==> src/design/itrt_pkg.sv <==
// shared constants, types and command/status bundles for integer_to_radix_text
package itrt_pkg;

  localparam int VALUE_BITS = 32;
  localparam int RADIX_W    = 6;
  localparam int CHAR_W     = 8;
  localparam int DIGIT_W    = 6;
  localparam int DIV_BITS   = 8;
  localparam int DIV_STEPS  = (VALUE_BITS + DIV_BITS - 1) / DIV_BITS;
  localparam int DIVW       = DIV_STEPS * DIV_BITS;
  localparam int CNT_W      = $clog2(VALUE_BITS + 1);
  localparam int ADDR_W     = $clog2(VALUE_BITS);
  localparam int STEP_W     = (DIV_STEPS > 1) ? $clog2(DIV_STEPS) : 1;

  localparam logic [RADIX_W-1:0] RADIX_RESET = RADIX_W'(10);
  localparam logic [RADIX_W-1:0] RADIX_DEC   = RADIX_W'(10);
  localparam logic [RADIX_W-1:0] RADIX_MIN   = RADIX_W'(2);
  localparam logic [RADIX_W-1:0] RADIX_MAX   = RADIX_W'(36);

  localparam logic [DIGIT_W-1:0] DIGIT_LETTER_BASE = DIGIT_W'(10);

  localparam logic [CHAR_W-1:0] CHAR_NUL   = 8'h00;
  localparam logic [CHAR_W-1:0] CHAR_MINUS = 8'h2D;
  localparam logic [CHAR_W-1:0] CHAR_ZERO  = 8'h30;
  localparam logic [CHAR_W-1:0] CHAR_A     = 8'h61;

  typedef logic signed [VALUE_BITS-1:0] value_t;
  typedef logic [RADIX_W-1:0]           radix_t;
  typedef logic [CHAR_W-1:0]            char_t;

  typedef enum logic [1:0] {
    OSEL_SIGN,
    OSEL_DIGIT,
    OSEL_NUL
  } osel_t;

  typedef struct packed {
    logic  load;
    logic  div_step;
    logic  digit_wr;
    logic  rd_issue;
    logic  out_load;
    osel_t out_sel;
  } cmd_t;

  typedef struct packed {
    logic radix_ok;
    logic quot_zero;
    logic cnt_zero;
    logic neg_dec;
    logic out_free;
  } sts_t;

endpackage

==> src/design/itrt_in_if.sv <==
// request channel carrying the integer to convert
interface itrt_in_if;
  import itrt_pkg::*;

  logic   valid;
  logic   ready;
  value_t value;

  modport source (output valid, output value, input ready);
  modport sink   (input valid, input value, output ready);
endinterface

==> src/design/itrt_out_if.sv <==
// result channel carrying one text character per transfer
interface itrt_out_if;
  import itrt_pkg::*;

  logic  valid;
  logic  ready;
  char_t text_char;
  logic  last;

  modport source (output valid, output text_char, output last, input ready);
  modport sink   (input valid, input text_char, input last, output ready);
endinterface

==> src/design/itrt_cfg_if.sv <==
// configuration write channel for the radix register
interface itrt_cfg_if;
  import itrt_pkg::*;

  logic   valid;
  logic   ready;
  radix_t radix;

  modport source (output valid, output radix, input ready);
  modport sink   (input valid, input radix, output ready);
endinterface

==> src/design/itrt_datapath.sv <==
// datapath: radix register, chunked divider, digit store and output register
module itrt_datapath (
  input  logic             clk,
  input  logic             rst_n,
  input  itrt_pkg::cmd_t   cmd,
  output itrt_pkg::sts_t   sts,
  input  itrt_pkg::value_t in_value,
  input  logic             cfg_we,
  input  itrt_pkg::radix_t cfg_radix,
  input  logic             out_ready,
  output logic             out_valid,
  output itrt_pkg::char_t  out_text_char,
  output logic             out_last
);
  import itrt_pkg::*;

  radix_t               radix_r;
  logic [DIVW-1:0]      quot_r, quot_nxt;
  logic [DIGIT_W-1:0]   rem_r, rem_nxt;
  logic [CNT_W-1:0]     cnt_r, cnt_dec;
  logic                 neg_dec_r;
  logic [DIGIT_W-1:0]   digit_mem [VALUE_BITS];
  logic [DIGIT_W-1:0]   rd_data_r;
  logic                 out_valid_r;
  char_t                text_char_r, char_nxt;
  logic                 last_r;
  logic                 in_neg;
  logic [VALUE_BITS-1:0] mag;

  function automatic char_t digit_char(input logic [DIGIT_W-1:0] d);
    if (d < DIGIT_LETTER_BASE) begin
      return CHAR_ZERO + CHAR_W'(d);
    end
    return CHAR_A + CHAR_W'(d - DIGIT_LETTER_BASE);
  endfunction

  assign in_neg  = in_value[VALUE_BITS-1];
  assign mag     = in_neg ? (~$unsigned(in_value) + 1'b1) : $unsigned(in_value);
  assign cnt_dec = cnt_r - CNT_W'(1);

  // restoring division, DIV_BITS quotient bits per cycle
  always_comb begin
    logic [DIGIT_W:0]   trial;
    logic [DIGIT_W-1:0] r;
    logic [DIVW-1:0]    q;
    r = rem_r;
    q = quot_r;
    for (int i = 0; i < DIV_BITS; i++) begin
      trial = {r, q[DIVW-1]};
      q = {q[DIVW-2:0], 1'b0};
      if (trial >= {1'b0, radix_r}) begin
        trial = trial - {1'b0, radix_r};
        q[0] = 1'b1;
      end
      r = trial[DIGIT_W-1:0];
    end
    rem_nxt  = r;
    quot_nxt = q;
  end

  always_comb begin
    case (cmd.out_sel)
      OSEL_SIGN:  char_nxt = CHAR_MINUS;
      OSEL_DIGIT: char_nxt = digit_char(rd_data_r);
      default:    char_nxt = CHAR_NUL;
    endcase
  end

  always_ff @(posedge clk) begin
    if (!rst_n) begin
      radix_r     <= RADIX_RESET;
      cnt_r       <= '0;
      neg_dec_r   <= 1'b0;
      out_valid_r <= 1'b0;
    end else begin
      if (cfg_we) begin
        radix_r <= cfg_radix;
      end
      if (cmd.load) begin
        cnt_r     <= '0;
        neg_dec_r <= in_neg && (radix_r == RADIX_DEC);
      end else if (cmd.digit_wr) begin
        cnt_r <= cnt_r + CNT_W'(1);
      end else if (cmd.rd_issue) begin
        cnt_r <= cnt_dec;
      end
      if (cmd.out_load) begin
        out_valid_r <= 1'b1;
      end else if (out_ready) begin
        out_valid_r <= 1'b0;
      end
    end
  end

  // payload registers
  always_ff @(posedge clk) begin
    if (cmd.load) begin
      quot_r <= DIVW'(mag);
      rem_r  <= '0;
    end else if (cmd.div_step) begin
      quot_r <= quot_nxt;
      rem_r  <= rem_nxt;
    end else if (cmd.digit_wr) begin
      rem_r <= '0;
    end
    if (cmd.out_load) begin
      text_char_r <= char_nxt;
      last_r      <= (cmd.out_sel == OSEL_NUL);
    end
  end

  // digit store, least significant digit at entry zero
  always_ff @(posedge clk) begin
    if (cmd.digit_wr) begin
      digit_mem[cnt_r[ADDR_W-1:0]] <= rem_r;
    end
    if (cmd.rd_issue) begin
      rd_data_r <= digit_mem[cnt_dec[ADDR_W-1:0]];
    end
  end

  assign sts.radix_ok  = (radix_r >= RADIX_MIN) && (radix_r <= RADIX_MAX);
  assign sts.quot_zero = (quot_r == '0);
  assign sts.cnt_zero  = (cnt_r == '0);
  assign sts.neg_dec   = neg_dec_r;
  assign sts.out_free  = !out_valid_r || out_ready;

  assign out_valid     = out_valid_r;
  assign out_text_char = text_char_r;
  assign out_last      = last_r;
endmodule

==> src/design/itrt_ctrl.sv <==
// controller: sequences division, sign, digit readback and terminator
module itrt_ctrl (
  input  logic           clk,
  input  logic           rst_n,
  input  logic           in_valid,
  output logic           in_ready,
  input  itrt_pkg::sts_t sts,
  output itrt_pkg::cmd_t cmd
);
  import itrt_pkg::*;

  typedef enum logic [2:0] {
    S_IDLE,
    S_DIV,
    S_DIGIT,
    S_SIGN,
    S_READ,
    S_PUT,
    S_TERM
  } state_t;

  state_t            state_r;
  logic [STEP_W-1:0] step_r;
  logic              accept;

  assign in_ready = (state_r == S_IDLE);
  assign accept   = in_valid && in_ready;

  always_comb begin
    cmd = '0;
    cmd.out_sel = OSEL_NUL;
    unique case (state_r)
      S_IDLE:  cmd.load     = accept && sts.radix_ok;
      S_DIV:   cmd.div_step = 1'b1;
      S_DIGIT: cmd.digit_wr = 1'b1;
      S_SIGN: begin
        cmd.out_load = sts.out_free;
        cmd.out_sel  = OSEL_SIGN;
      end
      S_READ:  cmd.rd_issue = 1'b1;
      S_PUT: begin
        cmd.out_load = sts.out_free;
        cmd.out_sel  = OSEL_DIGIT;
      end
      S_TERM: begin
        cmd.out_load = sts.out_free;
        cmd.out_sel  = OSEL_NUL;
      end
      default: cmd = '0;
    endcase
  end

  always_ff @(posedge clk) begin
    if (!rst_n) begin
      state_r <= S_IDLE;
      step_r  <= '0;
    end else begin
      unique case (state_r)
        S_IDLE: begin
          step_r <= '0;
          if (accept) begin
            state_r <= sts.radix_ok ? S_DIV : S_TERM;
          end
        end
        S_DIV: begin
          if (step_r == STEP_W'(DIV_STEPS - 1)) begin
            step_r  <= '0;
            state_r <= S_DIGIT;
          end else begin
            step_r <= step_r + STEP_W'(1);
          end
        end
        S_DIGIT: begin
          // quotient already sits in the dividend register
          if (!sts.quot_zero) begin
            state_r <= S_DIV;
          end else if (sts.neg_dec) begin
            state_r <= S_SIGN;
          end else begin
            state_r <= S_READ;
          end
        end
        S_SIGN: if (sts.out_free) state_r <= S_READ;
        S_READ: state_r <= S_PUT;
        S_PUT: begin
          if (sts.out_free) begin
            state_r <= sts.cnt_zero ? S_TERM : S_READ;
          end
        end
        S_TERM: if (sts.out_free) state_r <= S_IDLE;
        default: state_r <= S_IDLE;
      endcase
    end
  end
endmodule

==> src/design/integer_to_radix_text.sv <==
// top level: signed integer to ascii text in a configurable radix
//
//  channel | dir | payload              | handshake
//  in_if   | in  | value[31:0] signed   | valid/ready
//  out_if  | out | text_char[7:0], last | valid/ready
//  cfg_if  | in  | radix[5:0]           | valid/ready (ready held high)
//
// each digit: the divider works through the quotient in 8-bit chunks, then a store step
// readback reads each digit from the registered digit store, then outputs it; a sign
// and the terminator are output loads of their own; one request at a time
// a bad radix goes straight to the terminator
// output stalls hold the controller; the next request is taken once the
// terminator sits in the output register
// synchronous active-low reset, radix resets to 10
module integer_to_radix_text (
  input  logic       clk,
  input  logic       rst_n,
  itrt_in_if.sink    in_if,
  itrt_out_if.source out_if,
  itrt_cfg_if.sink   cfg_if
);
  import itrt_pkg::*;

  cmd_t cmd;
  sts_t sts;

  assign cfg_if.ready = 1'b1;

  itrt_ctrl u_ctrl (
    .clk      (clk),
    .rst_n    (rst_n),
    .in_valid (in_if.valid),
    .in_ready (in_if.ready),
    .sts      (sts),
    .cmd      (cmd)
  );

  itrt_datapath u_dp (
    .clk           (clk),
    .rst_n         (rst_n),
    .cmd           (cmd),
    .sts           (sts),
    .in_value      (in_if.value),
    .cfg_we        (cfg_if.valid),
    .cfg_radix     (cfg_if.radix),
    .out_ready     (out_if.ready),
    .out_valid     (out_if.valid),
    .out_text_char (out_if.text_char),
    .out_last      (out_if.last)
  );
endmodule

==> src/flat_wrapper.sv <==
// flat-port wrapper written by rule: the top's interface ports become plain ports
module integer_to_radix_text_flat import itrt_pkg::*;
  (clk, rst_n, in_if_valid, in_if_value, in_if_ready, out_if_valid, out_if_text_char, out_if_last, out_if_ready, cfg_if_valid, cfg_if_radix, cfg_if_ready);
  itrt_in_if in_if_i ();
  itrt_out_if out_if_i ();
  itrt_cfg_if cfg_if_i ();
  input  logic clk;
  input  logic rst_n;
  input wire logic [$bits(in_if_i.valid)-1:0] in_if_valid;
  input wire logic [$bits(in_if_i.value)-1:0] in_if_value;
  output wire logic [$bits(in_if_i.ready)-1:0] in_if_ready;
  output wire logic [$bits(out_if_i.valid)-1:0] out_if_valid;
  output wire logic [$bits(out_if_i.text_char)-1:0] out_if_text_char;
  output wire logic [$bits(out_if_i.last)-1:0] out_if_last;
  input wire logic [$bits(out_if_i.ready)-1:0] out_if_ready;
  input wire logic [$bits(cfg_if_i.valid)-1:0] cfg_if_valid;
  input wire logic [$bits(cfg_if_i.radix)-1:0] cfg_if_radix;
  output wire logic [$bits(cfg_if_i.ready)-1:0] cfg_if_ready;
  assign in_if_i.valid = in_if_valid;
  assign in_if_i.value = in_if_value;
  assign in_if_ready = in_if_i.ready;
  assign out_if_valid = out_if_i.valid;
  assign out_if_text_char = out_if_i.text_char;
  assign out_if_last = out_if_i.last;
  assign out_if_i.ready = out_if_ready;
  assign cfg_if_i.valid = cfg_if_valid;
  assign cfg_if_i.radix = cfg_if_radix;
  assign cfg_if_ready = cfg_if_i.ready;
  integer_to_radix_text u_core (.clk(clk), .rst_n(rst_n), .in_if(in_if_i), .out_if(out_if_i), .cfg_if(cfg_if_i));
endmodule
==> config.mk <==
export PLATFORM = sky130hd
export DESIGN_NAME = integer_to_radix_text_flat
export DESIGN_NICKNAME = d
export VERILOG_FILES = /design/src/design/itrt_pkg.sv /design/src/design/itrt_in_if.sv /design/src/design/itrt_out_if.sv /design/src/design/itrt_cfg_if.sv /design/src/design/itrt_datapath.sv /design/src/design/itrt_ctrl.sv /design/src/design/integer_to_radix_text.sv /design/src/flat_wrapper.sv
export SDC_FILE = /design/constraint.sdc
export NUM_CORES = 1
export LEC_CHECK = 0
export ABC_AREA = 1
export BUFFER_PORTS_ARGS = -buffer_cell sky130_fd_sc_hd__buf_4
export CORE_ASPECT_RATIO = 0.9
export CORE_MARGIN = 4
export CORE_UTILIZATION = 35
export DETAILED_ROUTE_END_ITERATION = 8
export SLEW_MARGIN = 10
export SYNTH_ARGS = -nofsm -noshare
export SYNTH_HDL_FRONTEND = slang
export SYNTH_HIERARCHICAL = 1
export SYNTH_SLANG_ARGS = --single-unit
export TNS_END_PERCENT = 50
==> constraint.sdc <==
create_clock -name clk -period 13.5 [get_ports clk]
set_input_delay 0.675 -clock clk [delete_from_list [all_inputs] [get_ports clk]]
set_output_delay 0.675 -clock clk [all_outputs]
set_load 0.02 [all_outputs]
==> reports/summary.txt, run 1 <==
Detailed Route Iter0 Violations - 926
XOR/XNOR Fraction of Synth Area - 3.79%
Worst path max stage delay - 360 ps
Antenna Diode Count - 0
Layout cells sized above 1 - 12.6%
GP Congestion - 0.867
Final setup viols - 0
Yosys top cell area share - 49.3%
Post-synth EDFFs - 239
Sequential element share of the synthesized area - 52.7%
Clock sinks - 264
Setup crit end - u_core/u_dp/quot_r[0]$_DFFE_PP_
Synth Flop Type - edfxtp_1
Reg-to-reg slack, setup - 1010 ps
Most frequent cell after synthesis - edfxtp_1
Core area - 40900 µm²
Final min period - 12490 ps
DP HPWL - 25.7 mm
Startpoint Class - flop
Initial antenna violation count - 0
Cell Rows - 70
Slew Viols, Final - 0
Worst setup path start - u_core/u_dp/radix_r[4]$_SDFFE_PN0P_
Gr ovfl total - 0
Top post-synthesis cells by area - edfxtp_1, nand2_1, nor2_1, ha_1, o21ai_0
Tcrit/Tclk final - 92.5%
YS warnings - 6
Total CTS buffers - 27
Drt total wl - 37.3 mm
Critical R2R Launch - u_core/u_dp/radix_r[4]$_SDFFE_PN0P_
CP Max Fanout - 7
Worst Tran Pin Value - 1180 ps
Clk_lat worst skew - 560 ps
Via Count - 11000
Io pins - 55
Routed WL per cell - 17.6 µm
RSZ-0062 raised after global routing - no
Post-DP Area - 15600 µm²
CTS Buffer Depth - 3
Cell area after layout - 16700 µm²
Fmax - 0.0800 GHz
Cell mode on critical path - nand2_1
Mapped Area - 14600 µm²
Final ANT Viol Nets - 0
Area growth from synthesis to layout - 14.8%
Post-Synthesis Cells - 1500
Crit-path slowest cell - dfxtp_1
Die ar. - 44900 µm²
Final Hold Vio Count - 0
DRC viols - 0
First-pass GRT wire length - 57.4 mm
H-tree levels - 1
Reg-to-reg endpoint - u_core/u_dp/quot_r[0]$_DFFE_PP_
CP Capture Type - flop
Simple-gate area share of the yosys netlist - 18.9%
Synth Area in Adders - 6.17%
Slew Limit Headroom - 21.5%
Mux contribution to synthesized area - 1.31%
Crit path kind - reg2reg
DR pass1 iterations - 5
Starting Density - 35.6%
Post-synth top area cell - edfxtp_1
#FFs+latches synth - 264
Root buffer cell - clkbuf_16
I/O Buffers - 53
Clock-pin slew on the worst setup and hold paths - 60 ps
Largest family of logic cells by synthesized area - simple AND/OR/NAND/NOR gates
Clock Skew - 22.2 ps
Die Span X - 223 µm
Die Height - 202 µm
Most frequent cells after synthesis - edfxtp_1, nand2_1, nor2_1
Max_cap viols - 0
WP data arrival - 12770 ps
Post-synthesis compound-gate area fraction - 12.0%
Number of global-route vias before repair - 10300
Run status - finished, final reports clean
GRT Overall Usage - 15.8%
Largest net degree at the start of global routing - 81
Worst Reg-to-Reg Cells - 85
Syn_nets - 1610
Post-Syn Area per Cell - 9.71 µm²
WP data required - 13780 ps
Nets@finish - 1674
Post-synth ARST share - 0%
Yosys cell types - 55
Hold crit path type - in2reg
Via/cell ratio - 5.17
CTS tree - yes
-- layout by cell type (no fill, tap or decap), types with 7 or more instances in the layout --
cell type / n
o21ai_0: 132
xor2_1: 41
a31oi_1: 11
nor4_1: 12
buf_4: 89
o221ai_1: 20
dfxtp_1: 23
nand2_4: 7
nand3_4: 9
o32ai_1: 29
mux2i_1: 19
nor2_4: 7
nand2_1: 227
inv_1: 133
nand4_1: 23
fa_1: 8
nand3_1: 65
a21oi_1: 50
ha_1: 51
xnor2_1: 22
nor3_1: 11
nor2_1: 216
clkbuf_16: 27
o211ai_1: 19
clkinv_2: 7
edfxtp_1: 239
-- worst min-delay path by stage --
stage | from | to | slack, ps | depth (start not counted)
detailed placement | u_core/u_dp/cnt_r[5]$_SDFFE_PP0P_ | u_core/u_dp/cnt_r[5]$_SDFFE_PP0P_ | 470 | 2
finish | cfg_if_radix[0] | u_core/u_dp/radix_r[0]$_SDFFE_PN0P_ | 370 | 3
floorplan | u_core/u_dp/neg_dec_r$_SDFFE_PN0P_ | u_core/u_dp/neg_dec_r$_SDFFE_PN0P_ | 420 | 2
CTS | cfg_if_radix[0] | u_core/u_dp/radix_r[0]$_SDFFE_PN0P_ | 350 | 3
global placement | u_core/u_ctrl/step_r[1]$_SDFFE_PN0P_ | u_core/u_ctrl/step_r[1]$_SDFFE_PN0P_ | 460 | 2
global route | cfg_if_radix[0] | u_core/u_dp/radix_r[0]$_SDFFE_PN0P_ | 370 | 3
-- per-stage QoR --
step | instances | utilization [%] | hold WS (ps) | setup TNS [ps] | worst slack [ps]
floorplan | 1500 | - | 424 | 0 | 855
global placement | 2060 | 38.1 | 460 | 0 | 584
detailed placement | 2060 | 38.1 | 467 | -273 | -66.6
CTS | 2110 | 40.2 | 347 | 0 | 70.0
global route | 2125 | 40.9 | 372 | 0 | 44.1
finish | 2125 | 40.9 | 367 | 0 | 1010
-- kinds of logic (layout without fill, tap and decap cells) --
family / Yosys count / in the layout
compound gates: 287 / 287
xor+xnor: 63 / 63
fa+ha+maj: 67 / 67
buf+inv: 194 / 279
flops: 264 / 264
mux: 19 / 19
other cells: 1 / 1
simple gates: 605 / 605
-- layout make-up --
type	count	area, µm²
Clock buffer	36	739
Timing Repair Buffer	89	668
Tap cell	540	676
Fill cell	3953	24200
Inverter	140	526
Sequential cell	264	7680
Multi-Input combinational cell	1042	6300
Clock inverter	14	119
-- state kept, by name (all words and copies together), names as in the netlist --
signal,flops
u_core/u_dp/digit_mem,192
u_core/u_dp/quot_r,32
u_core/u_dp/out_text_char,8
u_core/u_dp/cnt_r,6
u_core/u_dp/radix_r,6
u_core/u_dp/rd_data_r,6
u_core/u_dp/rem_r,6
u_core/u_ctrl/state_r,3
u_core/u_ctrl/step_r,2
u_core/u_dp/neg_dec_r,1
u_core/u_dp/out_last,1
u_core/u_dp/out_valid,1
-- per-layer routing --
metal | GRT usage (%) | up-vias | part of all wire (%)
li1 | - | 5404 | -
met4 | 4.01 | 0 | 2.2
met3 | 2.00 | 51 | 5.1
met2 | 25.1 | 314 | 46
met1 | 23.1 | 5226 | 47
met5 | 0 | - | 0
-- worst max-delay path: cells and delay by family (launching register included) --
kind | cells | cell delay (ps)
flip-flops | 1 | 360
AO/OA/AOI/OAI | 28 | 4450
adder cells (fa/ha/maj) | 8 | 2390
buffers and inverters | 17 | 1630
AND/OR/NAND/NOR | 32 | 3380
-- timing repair --
action,4_1_cts,5_1_grt
pin swaps,0,12
hold buffers,0,0
resized for setup,1,33
endpoints found under the setup margin,5,7
buffers inserted,0,15
Power of run 1 is not shown: default switching activity piles up to over one toggle a cycle in this logic, so the estimate is an artifact.
==> run 2: changes to the inputs <==
CORE_ASPECT_RATIO = 2   (was 0.9)
==> reports/summary.txt, run 2 (synthesis gave the netlist of run 1 again) <==
Hold crit path type - in2reg (unchanged)
DP HPWL - 29.1 mm (was 25.7 mm)
Final setup viols - 0 (unchanged)
CP Capture Type - flop (unchanged)
Clock sinks - 264 (unchanged)
H-tree levels - 1 (unchanged)
Layout cells sized above 1 - 12.7% (was 12.6%)
Slew Limit Headroom - 28.7% (was 21.5%)
Drt total wl - 39.5 mm (was 37.3 mm)
Area growth from synthesis to layout - 14.9% (was 14.8%)
DRC viols - 0 (unchanged)
Antenna Diode Count - 0 (unchanged)
Max reg flops - 192 (unchanged)
Crit-path slowest cell - dfxtp_1 (unchanged)
CTS Buffer Depth - 3 (unchanged)
GP Congestion - 0.941 (was 0.867)
Core area - 41100 µm² (was 40900 µm²)
Slew Viols, Final - 0 (unchanged)
Routed WL per cell - 18.7 µm (was 17.6 µm)
Final Hold Vio Count - 0 (unchanged)
Run status - finished, final reports clean (unchanged)
Die ar. - 45100 µm² (was 44900 µm²)
Via/cell ratio - 5.22 (was 5.17)
Total CTS buffers - 25 (was 27)
Commonest non-fill, non-tap cell in the layout - edfxtp_1 (unchanged)
Worst Tran Pin Value - 1070 ps (was 1180 ps)
GRT Overall Usage - 17.1% (was 15.8%)
Crit path kind - reg2reg (unchanged)
# fillers - 4004 (was 3953)
WP data required - 13920 ps (was 13780 ps)
Via Count - 11100 (was 11000)
Tcrit/Tclk final - 92.2% (was 92.5%)
DR pass1 iterations - 5 (unchanged)
WP data arrival - 12860 ps (was 12770 ps)
Root buffer cell - clkbuf_16 (unchanged)
Most frequent cells in the layout - edfxtp_1, nand2_1, nor2_1 (unchanged)
Detailed Route Iter0 Violations - 643 (was 926)
Largest net degree at the start of global routing - 78 (was 81)
First-pass GRT wire length - 60.8 mm (was 57.4 mm)
Clock Skew - 9.61 ps (was 22.2 ps)
Io pins - 55 (unchanged)
Setup TNS - 0 ps (unchanged)
Startpoint Class - flop (unchanged)
Nets@finish - 1675 (was 1674)
Initial antenna violation count - 0 (unchanged)
Final ANT Viol Nets - 0 (unchanged)
CTS tree - yes (unchanged)
Max_cap viols - 0 (unchanged)
CP Max Fanout - 10 (was 7)
Clock-pin slew on the worst setup and hold paths - 70 ps (was 60 ps)
Cell mode on critical path - nand2_1 (unchanged)
Die Height - 296 µm (was 202 µm)
Die Span X - 152 µm (was 223 µm)
Number of global-route vias before repair - 11300 (was 10300)
Worst path max stage delay - 350 ps (was 360 ps)
Starting Density - 35.4% (was 35.6%)
Clk_lat worst skew - 530 ps (was 560 ps)
Fmax - 0.0803 GHz (was 0.0800 GHz)
Final min period - 12450 ps (was 12490 ps)
I/O Buffers - 53 (unchanged)
Gr ovfl total - 0 (unchanged)
Cell Rows - 105 (was 70)
[run 2: final timing paths]
path	from	endpoint	depth (start not counted)	slack [ps]
min	cfg_if_valid	u_core/u_dp/radix_r[3]$_SDFFE_PN1P_	2	400
min reg2reg	u_core/u_ctrl/step_r[1]$_SDFFE_PN0P_	u_core/u_ctrl/step_r[1]$_SDFFE_PN0P_	2	480
max reg2reg	u_core/u_dp/radix_r[4]$_SDFFE_PN0P_	u_core/u_dp/rem_r[4]$_SDFFE_PP0P_	83	1050
max	u_core/u_dp/radix_r[4]$_SDFFE_PN0P_	u_core/u_dp/rem_r[4]$_SDFFE_PP0P_	83	1050
[run 2: per-layer routing]
metal | track usage [%] | wire length, µm | vias up
met5 | 0 | 0 | -
met4 | 10.9 | 2710 | 0
met3 | 1.63 | 1200 | 124
met2 | 34.8 | 22200 | 274
met1 | 15.8 | 13400 | 5270
li1 | - | - | 5398
[run 2: through the flow]
step,cell area (µm²),instances,hold WS (ps),setup WS [ps],utilization (%)
after floorplan,14600,1500,424,855,-
after global placement,15600,2056,455,528,37.9
after detailed placement,15600,2056,470,-13.1,37.9
after CTS,16400,2101,372,94.4,39.9
after global routing,16700,2118,399,-64.0,40.7
final,16700,2118,404,1050,40.7
[run 2: layout make-up]
type | instances | area [µm²] | share of cell area [%]
inverter | 140 | 526 | 3.14
sequential | 264 | 7680 | 45.9
clock buffer | 31 | 658 | 3.93
clock inverter | 14 | 183 | 1.09
tap | 535 | 669 | 4.00
timing repair buffer | 91 | 683 | 4.08
multi-input combinational | 1043 | 6330 | 37.9
[run 2: repair_timing]
| action | CTS | global route |
|---|---|---|
| gates resized for setup | 1 | 36 |
| pin swaps | 0 | 12 |
| buffers inserted | 0 | 16 |
| hold buffers | 0 | 0 |
| gates cloned | 0 | 1 |
| endpoints found under the setup margin | 5 | 7 |
[run 2: critical path, delay by kind of cell (launching register included)]
kind	cells	cell delay, ps
compound gates	27	4430
fa+ha+maj	8	2540
buf+inv	14	1520
flops	1	350
simple gates	34	3490
Power of run 2 is left out for the same reason.
